--- src/rtl/salagc_pkg.sv ---
package salagc_pkg;

    localparam int SAMPLE_W  = 24;
    localparam int CFG_IDX_W = 3;
    localparam int CFG_W     = 24;
    localparam int HOLD_W    = 16;

    localparam int DEFAULT_NOISE_HOLD = 480;

    localparam logic [CFG_IDX_W-1:0] REG_RMS_POLE     = 3'd0;
    localparam logic [CFG_IDX_W-1:0] REG_NOISE_FLOOR  = 3'd1;
    localparam logic [CFG_IDX_W-1:0] REG_LEVEL_TARGET = 3'd2;
    localparam logic [CFG_IDX_W-1:0] REG_GAIN_CEILING = 3'd3;
    localparam logic [CFG_IDX_W-1:0] REG_GAIN_FLOOR   = 3'd4;
    localparam logic [CFG_IDX_W-1:0] REG_GAIN_POLE    = 3'd5;
    localparam logic [CFG_IDX_W-1:0] REG_RELEASE_POLE = 3'd6;
    localparam logic [CFG_IDX_W-1:0] REG_LIMIT_LEVEL  = 3'd7;

    localparam logic [23:0] RST_RMS_POLE     = 24'd16777085;
    localparam logic [22:0] RST_NOISE_FLOOR  = 23'd26527;
    localparam logic [22:0] RST_LEVEL_TARGET = 23'd1329491;
    localparam logic [23:0] RST_GAIN_CEILING = 24'd16697825;
    localparam logic [23:0] RST_GAIN_FLOOR   = 24'd1053562;
    localparam logic [23:0] RST_GAIN_POLE    = 24'd16776692;
    localparam logic [23:0] RST_RELEASE_POLE = 24'd16766734;
    localparam logic [23:0] RST_LIMIT_LEVEL  = 24'd8388608;

    localparam logic [23:0] UNITY_GAIN = 24'd4194304;

    typedef struct packed {
        logic signed [SAMPLE_W-1:0] in_left;
        logic signed [SAMPLE_W-1:0] in_right;
        logic signed [SAMPLE_W-1:0] side_left;
        logic signed [SAMPLE_W-1:0] side_right;
    } smp_beat_t;

    typedef struct packed {
        logic signed [SAMPLE_W-1:0] out_left;
        logic signed [SAMPLE_W-1:0] out_right;
    } res_beat_t;

endpackage

--- src/rtl/stereo_auto_level_agc_unit.sv ---
// Stereo automatic level control with peak limiter. One sample beat is taken
// while idle; smp_stall is high until the result enters the output register
// (which waits while an earlier result is held). A beat runs up to two 46-step
// divisions, a 25-step square root and its multiplies, all on one shared 26x26
// multiplier, a bit-serial square root and a bit-serial divider under one
// sequencer. The result is held there until taken; a new beat is accepted
// as soon as the sequencer is idle. Config writes are only legal while idle.
module stereo_auto_level_agc_unit #(
    parameter int NOISE_HOLD_SAMPLES = salagc_pkg::DEFAULT_NOISE_HOLD
) (
    input  logic                                clk,
    input  logic                                rst_n,
    input  logic                                smp_valid,
    output logic                                smp_stall,
    input  salagc_pkg::smp_beat_t               smp_data,
    output logic                                res_valid,
    input  logic                                res_stall,
    output salagc_pkg::res_beat_t               res_data,
    input  logic                                cfg_we,
    input  logic [salagc_pkg::CFG_IDX_W-1:0]    cfg_index,
    input  logic [salagc_pkg::CFG_W-1:0]        cfg_data
);
    import salagc_pkg::*;

    localparam logic [HOLD_W-1:0] HOLD = HOLD_W'(NOISE_HOLD_SAMPLES);

    localparam logic [4:0] S_IDLE  = 5'd0;
    localparam logic [4:0] S_SQL   = 5'd1;
    localparam logic [4:0] S_SQR   = 5'd2;
    localparam logic [4:0] S_BLEND = 5'd3;
    localparam logic [4:0] S_SQRT  = 5'd4;
    localparam logic [4:0] S_GATE  = 5'd5;
    localparam logic [4:0] S_DIV   = 5'd6;
    localparam logic [4:0] S_CLIP  = 5'd7;
    localparam logic [4:0] S_ENVL  = 5'd8;
    localparam logic [4:0] S_ENVR  = 5'd9;
    localparam logic [4:0] S_SCALE = 5'd10;
    localparam logic [4:0] S_LIMIT = 5'd11;
    localparam logic [4:0] S_TOTAL = 5'd12;
    localparam logic [4:0] S_OUTL  = 5'd13;
    localparam logic [4:0] S_OUTR  = 5'd14;

    localparam logic [1:0] BL_PL   = 2'd0;
    localparam logic [1:0] BL_PR   = 2'd1;
    localparam logic [1:0] BL_GAIN = 2'd2;

    localparam logic DV_TGT  = 1'b0;
    localparam logic DV_FAST = 1'b1;

    localparam logic [5:0] SQRT_LAST = 6'd24;
    localparam logic [5:0] DIV_LAST  = 6'd45;

    logic [23:0] rms_pole_reg, gain_ceiling_reg, gain_floor_reg, gain_pole_reg;
    logic [23:0] release_pole_reg, limit_level_reg;
    logic [22:0] noise_floor_reg, level_target_reg;

    logic [4:0]  state_reg, state_next;
    logic [5:0]  cnt_reg, cnt_next;
    logic [1:0]  bsel_reg, bsel_next;
    logic        dsel_reg, dsel_next;

    smp_beat_t   beat_reg, beat_next;
    logic [46:0] sql_reg, sql_next, sqr_reg, sqr_next;
    logic [47:0] pl_reg, pl_next, pr_reg, pr_next;
    logic [HOLD_W-1:0] qc_reg, qc_next;
    logic [23:0] sg_reg, sg_next, el_reg, el_next, er_reg, er_next;
    logic [73:0] acc_reg, acc_next;
    logic [49:0] rad_reg, rad_next;
    logic [25:0] srem_reg, srem_next;
    logic [24:0] rms_reg, rms_next;
    logic [45:0] dq_reg, dq_next;
    logic [24:0] drem_reg, drem_next, dden_reg, dden_next;
    logic [23:0] tgt_reg, tgt_next;
    logic [24:0] scaled_reg, scaled_next;
    logic [22:0] fast_reg, fast_next;
    logic [24:0] total_reg, total_next;
    logic [23:0] ol_reg, ol_next;
    res_beat_t   res_data_reg, res_data_next;
    logic        res_valid_reg, res_valid_next;

    logic signed [25:0] ma, mb;
    logic signed [51:0] prod;

    logic [23:0] bl_p;
    logic [24:0] bl_c;
    logic [47:0] bl_a, bl_b;
    logic [73:0] bl_add, bl_sum;
    logic [47:0] bl_res;
    logic [48:0] psum;

    logic [27:0] sq_rs, sq_t;
    logic [25:0] dv_rs;
    logic        dv_ge;
    logic [45:0] dq_step;
    logic [23:0] abs_l, abs_r, env_max;
    logic [45:0] t1;
    logic        quiet;

    function automatic logic [23:0] abs24(input logic signed [23:0] x);
        abs24 = x[23] ? 24'(-x) : 24'(x);
    endfunction

    function automatic logic [23:0] sat24(input logic signed [51:0] p);
        logic signed [29:0] q;
        q = p[51:22];
        if (q > 30'sd8388607)
            sat24 = 24'h7FFFFF;
        else if (q < -30'sd8388608)
            sat24 = 24'h800000;
        else
            sat24 = q[23:0];
    endfunction

    assign prod = ma * mb;

    always_ff @(posedge clk or negedge rst_n)
    begin
        if (!rst_n)
        begin
            rms_pole_reg     <= RST_RMS_POLE;
            noise_floor_reg  <= RST_NOISE_FLOOR;
            level_target_reg <= RST_LEVEL_TARGET;
            gain_ceiling_reg <= RST_GAIN_CEILING;
            gain_floor_reg   <= RST_GAIN_FLOOR;
            gain_pole_reg    <= RST_GAIN_POLE;
            release_pole_reg <= RST_RELEASE_POLE;
            limit_level_reg  <= RST_LIMIT_LEVEL;
        end
        else if (cfg_we)
        begin
            case (cfg_index)
                REG_RMS_POLE:     rms_pole_reg     <= cfg_data;
                REG_NOISE_FLOOR:  noise_floor_reg  <= cfg_data[22:0];
                REG_LEVEL_TARGET: level_target_reg <= cfg_data[22:0];
                REG_GAIN_CEILING: gain_ceiling_reg <= cfg_data;
                REG_GAIN_FLOOR:   gain_floor_reg   <= cfg_data;
                REG_GAIN_POLE:    gain_pole_reg    <= cfg_data;
                REG_RELEASE_POLE: release_pole_reg <= cfg_data;
                REG_LIMIT_LEVEL:  limit_level_reg  <= cfg_data;
                default: ;
            endcase
        end
    end

    always_comb
    begin
        case (bsel_reg)
            BL_PL:
            begin
                bl_p = rms_pole_reg;
                bl_a = pl_reg;
                bl_b = {1'b0, sql_reg};
            end
            BL_PR:
            begin
                bl_p = rms_pole_reg;
                bl_a = pr_reg;
                bl_b = {1'b0, sqr_reg};
            end
            default:
            begin
                bl_p = gain_pole_reg;
                bl_a = {24'd0, sg_reg};
                bl_b = {24'd0, tgt_reg};
            end
        endcase
    end

    assign bl_c    = {1'b1, 24'd0} - {1'b0, bl_p};
    assign abs_l   = abs24(beat_reg.in_left);
    assign abs_r   = abs24(beat_reg.in_right);
    assign env_max = (el_reg > er_reg) ? el_reg : er_reg;

    assign sq_rs = {srem_reg, rad_reg[49:48]};
    assign sq_t  = {1'b0, rms_reg, 2'b01};

    assign dv_rs   = {drem_reg, dq_reg[45]};
    assign dv_ge   = dv_rs >= {1'b0, dden_reg};
    assign dq_step = {dq_reg[44:0], dv_ge};

    always_comb
    begin
        ma = '0;
        mb = '0;
        case (state_reg)
            S_SQL:
            begin
                ma = {{2{beat_reg.side_left[23]}}, beat_reg.side_left};
                mb = ma;
            end
            S_SQR:
            begin
                ma = {{2{beat_reg.side_right[23]}}, beat_reg.side_right};
                mb = ma;
            end
            S_BLEND:
            begin
                case (cnt_reg[1:0])
                    2'd0:
                    begin
                        ma = {2'b0, bl_p};
                        mb = {2'b0, bl_a[47:24]};
                    end
                    2'd1:
                    begin
                        ma = {2'b0, bl_p};
                        mb = {2'b0, bl_a[23:0]};
                    end
                    2'd2:
                    begin
                        ma = {1'b0, bl_c};
                        mb = {2'b0, bl_b[47:24]};
                    end
                    default:
                    begin
                        ma = {1'b0, bl_c};
                        mb = {2'b0, bl_b[23:0]};
                    end
                endcase
            end
            S_ENVL:
            begin
                ma = {2'b0, release_pole_reg};
                mb = {2'b0, el_reg};
            end
            S_ENVR:
            begin
                ma = {2'b0, release_pole_reg};
                mb = {2'b0, er_reg};
            end
            S_SCALE:
            begin
                ma = {2'b0, env_max};
                mb = {2'b0, sg_reg};
            end
            S_TOTAL:
            begin
                ma = {2'b0, sg_reg};
                mb = {3'b0, fast_reg};
            end
            S_OUTL:
            begin
                ma = {{2{beat_reg.in_left[23]}}, beat_reg.in_left};
                mb = {1'b0, total_reg};
            end
            S_OUTR:
            begin
                ma = {{2{beat_reg.in_right[23]}}, beat_reg.in_right};
                mb = {1'b0, total_reg};
            end
            default: ;
        endcase
    end

    assign bl_add = cnt_reg[0] ? 74'(prod[49:0]) : (74'(prod[49:0]) << 24);
    assign bl_sum = ((cnt_reg[1:0] == 2'd0) ? 74'd0 : acc_reg) + bl_add;
    assign bl_res = bl_sum[71:24];
    assign psum   = {1'b0, pl_reg} + {1'b0, bl_res};
    assign quiet  = {2'b0, noise_floor_reg} > rms_reg;
    assign t1     = (dq_reg < {22'd0, gain_floor_reg}) ? {22'd0, gain_floor_reg} : dq_reg;

    always_comb
    begin
        state_next     = state_reg;
        cnt_next       = cnt_reg;
        bsel_next      = bsel_reg;
        dsel_next      = dsel_reg;
        beat_next      = beat_reg;
        sql_next       = sql_reg;
        sqr_next       = sqr_reg;
        pl_next        = pl_reg;
        pr_next        = pr_reg;
        qc_next        = qc_reg;
        sg_next        = sg_reg;
        el_next        = el_reg;
        er_next        = er_reg;
        acc_next       = acc_reg;
        rad_next       = rad_reg;
        srem_next      = srem_reg;
        rms_next       = rms_reg;
        dq_next        = dq_reg;
        drem_next      = drem_reg;
        dden_next      = dden_reg;
        tgt_next       = tgt_reg;
        scaled_next    = scaled_reg;
        fast_next      = fast_reg;
        total_next     = total_reg;
        ol_next        = ol_reg;
        res_data_next  = res_data_reg;
        res_valid_next = res_valid_reg && res_stall;

        case (state_reg)
            S_IDLE:
            begin
                if (smp_valid)
                begin
                    beat_next  = smp_data;
                    state_next = S_SQL;
                end
            end
            S_SQL:
            begin
                sql_next   = prod[46:0];
                state_next = S_SQR;
            end
            S_SQR:
            begin
                sqr_next   = prod[46:0];
                bsel_next  = BL_PL;
                cnt_next   = '0;
                state_next = S_BLEND;
            end
            S_BLEND:
            begin
                acc_next = bl_sum;
                cnt_next = cnt_reg + 6'd1;
                if (cnt_reg[1:0] == 2'd3)
                begin
                    cnt_next = '0;
                    case (bsel_reg)
                        BL_PL:
                        begin
                            pl_next   = bl_res;
                            bsel_next = BL_PR;
                        end
                        BL_PR:
                        begin
                            pr_next    = bl_res;
                            rad_next   = {1'b0, psum};
                            srem_next  = '0;
                            rms_next   = '0;
                            state_next = S_SQRT;
                        end
                        default:
                        begin
                            sg_next    = bl_res[23:0];
                            state_next = S_ENVL;
                        end
                    endcase
                end
            end
            S_SQRT:
            begin
                rad_next = {rad_reg[47:0], 2'b00};
                if (sq_rs >= sq_t)
                begin
                    srem_next = 26'(sq_rs - sq_t);
                    rms_next  = {rms_reg[23:0], 1'b1};
                end
                else
                begin
                    srem_next = sq_rs[25:0];
                    rms_next  = {rms_reg[23:0], 1'b0};
                end
                cnt_next = cnt_reg + 6'd1;
                if (cnt_reg == SQRT_LAST)
                begin
                    cnt_next   = '0;
                    state_next = S_GATE;
                end
            end
            S_GATE:
            begin
                if (quiet)
                    qc_next = (qc_reg < HOLD) ? qc_reg + 1'b1 : qc_reg;
                else
                    qc_next = '0;
                if (qc_next >= HOLD)
                begin
                    dq_next    = {22'd0, UNITY_GAIN};
                    state_next = S_CLIP;
                end
                else
                begin
                    dq_next    = {1'b0, level_target_reg, 22'd0};
                    dden_next  = rms_reg + 25'd1;
                    drem_next  = '0;
                    dsel_next  = DV_TGT;
                    cnt_next   = '0;
                    state_next = S_DIV;
                end
            end
            S_DIV:
            begin
                dq_next   = dq_step;
                drem_next = dv_ge ? 25'(dv_rs - {1'b0, dden_reg}) : dv_rs[24:0];
                cnt_next  = cnt_reg + 6'd1;
                if (cnt_reg == DIV_LAST)
                begin
                    cnt_next = '0;
                    if (dsel_reg == DV_TGT)
                        state_next = S_CLIP;
                    else
                    begin
                        fast_next  = dq_step[22:0];
                        state_next = S_TOTAL;
                    end
                end
            end
            S_CLIP:
            begin
                tgt_next   = (t1 > {22'd0, gain_ceiling_reg}) ? gain_ceiling_reg : t1[23:0];
                bsel_next  = BL_GAIN;
                cnt_next   = '0;
                state_next = S_BLEND;
            end
            S_ENVL:
            begin
                el_next    = (abs_l > el_reg) ? abs_l : prod[47:24];
                state_next = S_ENVR;
            end
            S_ENVR:
            begin
                er_next    = (abs_r > er_reg) ? abs_r : prod[47:24];
                state_next = S_SCALE;
            end
            S_SCALE:
            begin
                scaled_next = prod[46:22];
                state_next  = S_LIMIT;
            end
            S_LIMIT:
            begin
                if (scaled_reg > {1'b0, limit_level_reg})
                begin
                    dq_next    = {limit_level_reg, 22'd0};
                    dden_next  = scaled_reg;
                    drem_next  = '0;
                    dsel_next  = DV_FAST;
                    cnt_next   = '0;
                    state_next = S_DIV;
                end
                else
                begin
                    fast_next  = UNITY_GAIN[22:0];
                    state_next = S_TOTAL;
                end
            end
            S_TOTAL:
            begin
                total_next = prod[46:22];
                state_next = S_OUTL;
            end
            S_OUTL:
            begin
                ol_next    = sat24(prod);
                state_next = S_OUTR;
            end
            S_OUTR:
            begin
                if (!(res_valid_reg && res_stall))
                begin
                    res_data_next.out_left  = ol_reg;
                    res_data_next.out_right = sat24(prod);
                    res_valid_next          = 1'b1;
                    state_next              = S_IDLE;
                end
            end
            default: state_next = S_IDLE;
        endcase
    end

    always_ff @(posedge clk or negedge rst_n)
    begin
        if (!rst_n)
        begin
            state_reg     <= S_IDLE;
            cnt_reg       <= '0;
            bsel_reg      <= BL_PL;
            dsel_reg      <= DV_TGT;
            pl_reg        <= '0;
            pr_reg        <= '0;
            qc_reg        <= '0;
            sg_reg        <= UNITY_GAIN;
            el_reg        <= '0;
            er_reg        <= '0;
            res_valid_reg <= 1'b0;
        end
        else
        begin
            state_reg     <= state_next;
            cnt_reg       <= cnt_next;
            bsel_reg      <= bsel_next;
            dsel_reg      <= dsel_next;
            pl_reg        <= pl_next;
            pr_reg        <= pr_next;
            qc_reg        <= qc_next;
            sg_reg        <= sg_next;
            el_reg        <= el_next;
            er_reg        <= er_next;
            res_valid_reg <= res_valid_next;
        end
    end

    always_ff @(posedge clk)
    begin
        beat_reg     <= beat_next;
        sql_reg      <= sql_next;
        sqr_reg      <= sqr_next;
        acc_reg      <= acc_next;
        rad_reg      <= rad_next;
        srem_reg     <= srem_next;
        rms_reg      <= rms_next;
        dq_reg       <= dq_next;
        drem_reg     <= drem_next;
        dden_reg     <= dden_next;
        tgt_reg      <= tgt_next;
        scaled_reg   <= scaled_next;
        fast_reg     <= fast_next;
        total_reg    <= total_next;
        ol_reg       <= ol_next;
        res_data_reg <= res_data_next;
    end

    assign smp_stall = (state_reg != S_IDLE);
    assign res_valid = res_valid_reg;
    assign res_data  = res_data_reg;

    a_busy_after_accept: assert property (@(posedge clk) disable iff (!rst_n)
        smp_valid && !smp_stall |=> smp_stall)
        else $error("sequencer not busy after accepted beat");

    a_result_from_last_step: assert property (@(posedge clk) disable iff (!rst_n)
        $rose(res_valid) |-> $past(state_reg) == S_OUTR)
        else $error("result raised outside final step");

    a_quiet_bounded: assert property (@(posedge clk) disable iff (!rst_n)
        qc_reg <= HOLD)
        else $error("quiet count beyond hold");

    a_sqrt_count: assert property (@(posedge clk) disable iff (!rst_n)
        state_reg == S_SQRT |-> cnt_reg <= SQRT_LAST)
        else $error("square root step count overrun");

    a_div_count: assert property (@(posedge clk) disable iff (!rst_n)
        state_reg == S_DIV |-> cnt_reg <= DIV_LAST)
        else $error("divider step count overrun");

endmodule
--- config.mk ---
export PLATFORM = sky130hd
export DESIGN_NAME = stereo_auto_level_agc_unit
export DESIGN_NICKNAME = d
export VERILOG_FILES = /design/src/rtl/salagc_pkg.sv /design/src/rtl/stereo_auto_level_agc_unit.sv
export SDC_FILE = /design/constraint.sdc
export NUM_CORES = 2
export LEC_CHECK = 0
export BUFFER_PORTS_ARGS = -buffer_cell sky130_fd_sc_hd__buf_4
export CORE_MARGIN = 2
export CORE_UTILIZATION = 25
export DETAILED_ROUTE_END_ITERATION = 12
export GPL_TIMING_DRIVEN = 0
export PLACE_DENSITY_LB_ADDON = 0.12
export SKIP_CTS_REPAIR_TIMING = 1
export SLEW_MARGIN = 20
export SYNTH_ARGS = -nofsm -noshare
export SYNTH_HDL_FRONTEND = slang
export SYNTH_SLANG_ARGS = --single-unit
--- constraint.sdc ---
create_clock -name clk -period 43.8 [get_ports clk]
set_clock_uncertainty 0.1 [all_clocks]
set_input_delay 6.57 -clock clk [delete_from_list [all_inputs] [get_ports clk]]
set_output_delay 6.57 -clock clk [all_outputs]
set_load 0.01 [all_outputs]
### After elaboration in Yosys (flattened, before gate mapping)

Cells that the tools add are included.
W data, S select, Z words.

* register bits: 1019
* input bits: 128
* word-level logic and storage cells: 211

* add/subtract/negate cells: 10
* bitwise operators: 2
* multipliers: 1
* equality and inequality tests: 39
* magnitude comparators: 13
* reduce and logical (&&, ||, !) cells: 38
* mux-type cells: 69

Operator list (number)
* $pmux W26 S8: 2
* $mux W24: 9
* $mux W25: 8
* $mux W74: 2
* $pmux W46 S3: 1
* $mux W50: 2
* $pmux W25 S2: 2
* $pmux W50 S2: 1
* $pmux W48 S2: 1
* $pmux W47 S2: 1
* $mux W46: 2
* $mux W26: 3
* $pmux W25 S3: 1
* $add A74 B74 Y74: 1
* $gt A24 B24 Y1: 3
* $pmux W24 S3: 1
* $pmux W5 S14: 1
* $mux W23: 3
* $mul A26 B26 Y52: 1
* $pmux W26 S2: 1
* $add A48 B48 Y49: 1
* $mux W16: 3
* $neg A24 Y24: 2
* $gt A46 B24 Y1: 1
* 53 further kinds: 119

### Logic depth before layout (Yosys ltp)

* depth in word-level cells: 13
* mapped depth: 68
* depth with buffers taken out: 63

### Least setup slack after synthesis

OpenSTA, ideal clock, no wires.

* path kind: reg-to-reg
* start: register state_reg[2]
* end: register rad_reg[45] (data pin)
* stages on the path, launching flop included: 57
* slack: 28.750 ns
* clock period less this slack: 15.050 ns
* data required time: 43.432 ns
* buffers on the path: 3
* arrival: 14.683 ns
* path through: dfrtp_1 -> clkbuf_1 -> nor2_1 -> nand3_1 -> clkinv_1 -> nand2_1 -> clkbuf_1 -> nor2_1 -> a211oi_1 -> clkinv_1 -> and2_1 -> fa_1 -> fa_1 -> inv_1 -> fa_1 -> inv_1 -> fa_1 -> ha_1 -> [... 21 more ...] -> o21ai_1 -> o21ai_2 -> a31oi_1 -> o41ai_1 -> xor2_1 -> ha_1 -> a21oi_1 -> o21ai_0 -> nor3_1 -> a2bb2oi_1 -> a211o_1 -> a22oi_1 -> o2bb2ai_1 -> o31ai_1 -> a21boi_0 -> o21ai_0 -> xnor2_1 -> o21ai_0

* longest elaborated chain between the ends: 10
* elaborated cells between the ends (all ways): 21
* those cells by class: 2 x add/sub; 1 x mul; 10 x eq/ne; 6 x mux; 2 x reduce/logical

RTL lines
* start, declared: RTL line stereo_auto_level_agc_unit.sv:57 `logic [4:0] state_reg, state_next;`
* start signal, assigned: RTL line stereo_auto_level_agc_unit.sv:481 `state_reg <= state_next;`
* $eq A5 B4 Y1: RTL line stereo_auto_level_agc_unit.sv:185 `case (state_reg)`
* $reduce_or A2 Y1 (no line)
* $pmux W26 S8: RTL line stereo_auto_level_agc_unit.sv:185
* $mul A26 B26 Y52 *: RTL line stereo_auto_level_agc_unit.sv:114 `assign prod = ma * mb;`
* net prod[31]: RTL line stereo_auto_level_agc_unit.sv:82 `logic signed [51:0] prod;`
* $mux W74 *: RTL line stereo_auto_level_agc_unit.sv:255 `assign bl_add = cnt_reg[0] ? 74'(prod[49:0]) : (74'(prod[49:0]) << 24);`
* $add A74 B74 Y74 *: RTL line stereo_auto_level_agc_unit.sv:256 `assign bl_sum = ((cnt_reg[1:0] == 2'd0) ? 74'd0 : acc_reg) + bl_add;`
* net bl_sum[54]: RTL line stereo_auto_level_agc_unit.sv:87 `logic [73:0] bl_add, bl_sum;`
* $add A48 B48 Y49 *: RTL line stereo_auto_level_agc_unit.sv:258 `assign psum = {1'b0, pl_reg} + {1'b0, bl_res};`
* $mux W50 *: RTL line stereo_auto_level_agc_unit.sv:320 `case (bsel_reg)`
* $mux W50 *: RTL line stereo_auto_level_agc_unit.sv:317 `if (cnt_reg[1:0] == 2'd3)`
* $pmux W50 S2 *: RTL line stereo_auto_level_agc_unit.sv:292 `case (state_reg)`
* net rad_next[45]: RTL line stereo_auto_level_agc_unit.sv:68 `logic [49:0] rad_reg, rad_next;`
* end signal, assigned: RTL line stereo_auto_level_agc_unit.sv:501 `rad_reg <= rad_next;`
* end, declared: RTL line stereo_auto_level_agc_unit.sv:68

The timed path passes the listed nets; every way through them passes the cells marked *. The select of a mux whose other input is x is not followed.
A chain may end at the register's enable or synchronous reset.

### Worst setup path after layout

* start: register bsel_reg[1]
* end: register rad_reg[45] (data pin)

* longest elaborated chain between the ends: 13
* elaborated cells between the ends (all ways): 18
* those cells by class: 3 x add/sub; 1 x mul; 1 x eq/ne; 11 x mux; 2 x reduce/logical

RTL lines
* start, declared: RTL line stereo_auto_level_agc_unit.sv:59 `logic [1:0] bsel_reg, bsel_next;`
* start signal, assigned: RTL line stereo_auto_level_agc_unit.sv:483 `bsel_reg <= bsel_next;`
* $eq A2 B1 Y1 / $logic_not A2 Y1 (equally long branches): RTL line stereo_auto_level_agc_unit.sv:147 `case (bsel_reg)`
* $reduce_or A2 Y1 (no line)
* $mux W24: RTL line stereo_auto_level_agc_unit.sv:147
* $sub A25 B24 Y25: RTL line stereo_auto_level_agc_unit.sv:169 `assign bl_c = {1'b1, 24'd0} - {1'b0, bl_p};`
* $mux W25: RTL line stereo_auto_level_agc_unit.sv:198 `case (cnt_reg[1:0])`
* $pmux W26 S8: RTL line stereo_auto_level_agc_unit.sv:185
* $mul A26 B26 Y52 *: RTL line stereo_auto_level_agc_unit.sv:114
* $mux W74 *: RTL line stereo_auto_level_agc_unit.sv:255
* $add A74 B74 Y74 *: RTL line stereo_auto_level_agc_unit.sv:256
* net bl_sum[46]: RTL line stereo_auto_level_agc_unit.sv:87
* $add A48 B48 Y49 *: RTL line stereo_auto_level_agc_unit.sv:258
* $mux W50 *: RTL line stereo_auto_level_agc_unit.sv:320
* $mux W50 *: RTL line stereo_auto_level_agc_unit.sv:317
* $pmux W50 S2 *: RTL line stereo_auto_level_agc_unit.sv:292
* net rad_next[45]: RTL line stereo_auto_level_agc_unit.sv:68

Marks and branches as above.

==> impl_metrics.csv <==
group,metric,value,unit
power_and_ir_drop,power.internal,2.10,mW
floorplan,die-width,576,um
power_and_ir_drop,power_frac_comb,20.1,%
worst_setup_path,slowest_stage,"clkbuf_1",
worst_setup_path,crit_type,"reg2reg",
clock_network,clk_pin_slew_worst_paths,0.06,ns
global_route,grt.busiest_layer,"met2",
global_route,antenna_found_initial,49,
clock_network,cts_buffers,136,
floorplan,die_y,576,um
clock_network,cts-root-buf,"clkbuf_16",
synthesis,syn_inst,7957,
worst_setup_path,arrival,20.39,ns
worst_setup_path,path_max_fanout,10,
clock_network,cts_buffer_depth,4,
clock_network,htree_levels,4,
global_route,grt_max_degree,82,
worst_setup_path,critPathTopFamily,"compound AO/OA/AOI/OAI gates",
synthesis,ys.warnings.count,0,
synthesis,async_reset_ff_share,38.2,%
cells_and_area,final_cell_mix,"inv_1 (1050), nand2_1 (843), fa_1 (712)",
routing,drc,0,
cells_and_area,drive_gt1_share,12.9,%
routing,via_per_inst,4.92,
global_route,track_usage,21.9,%
floorplan,boundaryPins,178,
synthesis,syn-cell-area,81700,um^2
power_and_ir_drop,p_sw_share,29.8,%
synthesis,synthDistinctLibCells,93,
power_and_ir_drop,totalPowerFinal,3.00,mW
power_and_ir_drop,p_per_area,31.4,nW/um^2
routing,wl,366000,um
sta,rsz0062_at_grt,"no",
placed_design,gp_congestion,0.942,
sta,slew_viol_final,0,
power_and_ir_drop,p_sw,0.892,mW
floorplan,initial_core_util,25.2,%
cells_and_area,area_growth,16.8,%
sta,setup_viol,0,
synthesis,synth_top_area_share,23.1,%
placed_design,detailed_place_hpwl,298000,um
cells_and_area,largest_register_ffs,96,
sta,finalCritPeriodShare,45.6,%
floorplan,num_rows,209,
synthesis,postSynthAreaPerCell,10.3,um^2
power_and_ir_drop,p_clk_share,38.7,%
sta,timing.fmax,50.1,MHz
worst_setup_path,cp_num_buf_inv,16,
min_path,hold_path.class,"reg2reg",
clock_network,clk_latency,0.87,ns
global_route,grt_pass1_vias,64500,
worst_setup_path,endpoint_kind,"flip-flop",
sta,layout_setup_ws,23.83,ns
routing,wire_per_inst,28.6,um
worst_setup_path,crit_required,44.22,ns
synthesis,syn-num-nets,9292,
routing,ant_nets,0,
synthesis,synthTopCellsByArea,"edfxtp_1 (23%), fa_1 (17%), dfrtp_1 (8.7%)",
floorplan,dieArea,331000,um^2
sta,min_period,19.97,ns
placed_design,pre_cts_ws,23.80,ns
floorplan,core,325000,um^2
cells_and_area,n_fill_cell,33700,
synthesis,yosysSeqAreaShare,35.1,%
sta,slew_headroom,18.8,%
run_status,outcome,"complete, no violations",
flow_run,maxCapViolCount,0,
global_route,grt-ovfl-total,0,
global_route,met1_usage,30.1,%
sta,hold_viol,0,
worst_setup_path,cp_slowest_stage_delay,0.78,ns
cells_and_area,nNetsFinal,9705,
power_and_ir_drop,irDropWorstVdd,0.0306,mV
global_route,use_met2,35.2,%
sta,timing_worst_slew_pin_value,1.21,ns
global_route,use_met3,2.68,%
synthesis,ys.flop_type,"edfxtp_1",
cells_and_area,multi_input_area,48500,um^2
clock_network,cts_sinks,1016,
routing,drt_first_pass_iters,8,
power_and_ir_drop,pwr-share-seq,41.2,%
placed_design,io_buffer_count,173,
synthesis,yosys.area.top_type,"edfxtp_1",
cells_and_area,final_common_cell,"inv_1",
clock_network,cts_tree,"yes",
cells_and_area,regArea,28700,um^2
global_route,grt_first_pass_wirelength,513000,um
worst_setup_path,critPathLaunchType,"flip-flop",
synthesis,synth_edf_count,628,
power_and_ir_drop,p_leak,41.3,nW
routing,vias,63100,
routing,drtIter0Drc,5493,
synthesis,ys_ff_latch,1016,
sta,fin_setup_tns,0,ns
## cells by family after synthesis
group                      count (synthesis)  synth area share, %
DFF                                     1016                 35.1
buffers and inverters                   1403                 6.51
adders and majority gates               1207                 25.0
AOI/OAI and AO/OA                       1456                 11.6
other                                      2              0.00919
xor gates and xnor gates                 304                 3.27
and+or+nand+nor                         2033                 11.4
muxes                                    536                 7.08
## routing by layer
metal	vias to the layer above	share of wire, %
li1	28000	-
met2	2031	46
met5	-	0.013
met4	8	4.2
met1	32600	45
met3	486	5.5
## Yosys cell counts (all sizes together) (21+ instances only)
cell     instances
nand3           76
nand4          100
or3             25
fa             713
o22ai           30
a221o           21
nor2b          120
and3            26
xnor2          215
a221oi          32
buf             52
inv           1051
nor2           480
mux2           336
ha             494
nand2          845
o31ai           28
a31oi           30
a21oi          360
nor3            82
a22oi          115
o2111ai         21
o21a            37
and2           153
mux2i          200
edfxtp         628
clkbuf         295
nand2b          51
a21o           152
xor2            89
a211oi          36
o21bai          42
dfrtp          283
o21ai          401
a222oi          24
dfstp          105
## power by group through the flow
stage	clock, mW	combinational, mW	sequential, mW
4_1_cts	1.19	0.603	1.23
5_1_grt	1.23	0.669	1.24
3_3_place_gp	0	0.593	1.25
6_report	1.16	0.602	1.23
3_5_place_dp	0	0.597	1.25
2_1_floorplan	0	0.422	1.22
## final timing paths
kind	slack, ns	depth (start not counted)	end	start
max in group asynchronous	36.55	4	pl_reg[26]	rst_n
worst max register to register	23.83	67	rad_reg[45]	bsel_reg[1]
min in group asynchronous	5.44	1	qc_reg[0]	rst_n
worst min register to register	0.31	0	res_data[29]	ol_reg[5]
worst max-delay path	23.83	67	rad_reg[45]	bsel_reg[1]
worst min-delay path	0.31	0	res_data[29]	ol_reg[5]
## cell type report
type / instances / area share [%]
Clock inverter: 71 / 0.840
Clock buffer: 175 / 3.88
Multi-Input combinational cell: 5538 / 50.8
Tap cell: 4325 / 5.67
Inverter: 1056 / 4.16
Antenna cell: 24 / 0.0629
Sequential cell: 1016 / 30.1
Timing Repair Buffer: 275 / 3.07
Buffer: 347 / 1.45
## metrics by stage
stage | instance area, um^2 | util, % | std cells | hold slack, ns
final | 95400 | 29.4 | 12800 | 0.313
after global routing | 95400 | 29.4 | 12800 | 0.326
after CTS | 95400 | 29.4 | 12800 | 0.304
after detailed placement | 90800 | 28.0 | 12600 | 0.305
after global placement | 88400 | 27.2 | 12500 | 0.303
after floorplan | 81700 | - | 7957 | 0.300
Power figures use the tool's default switching activity.
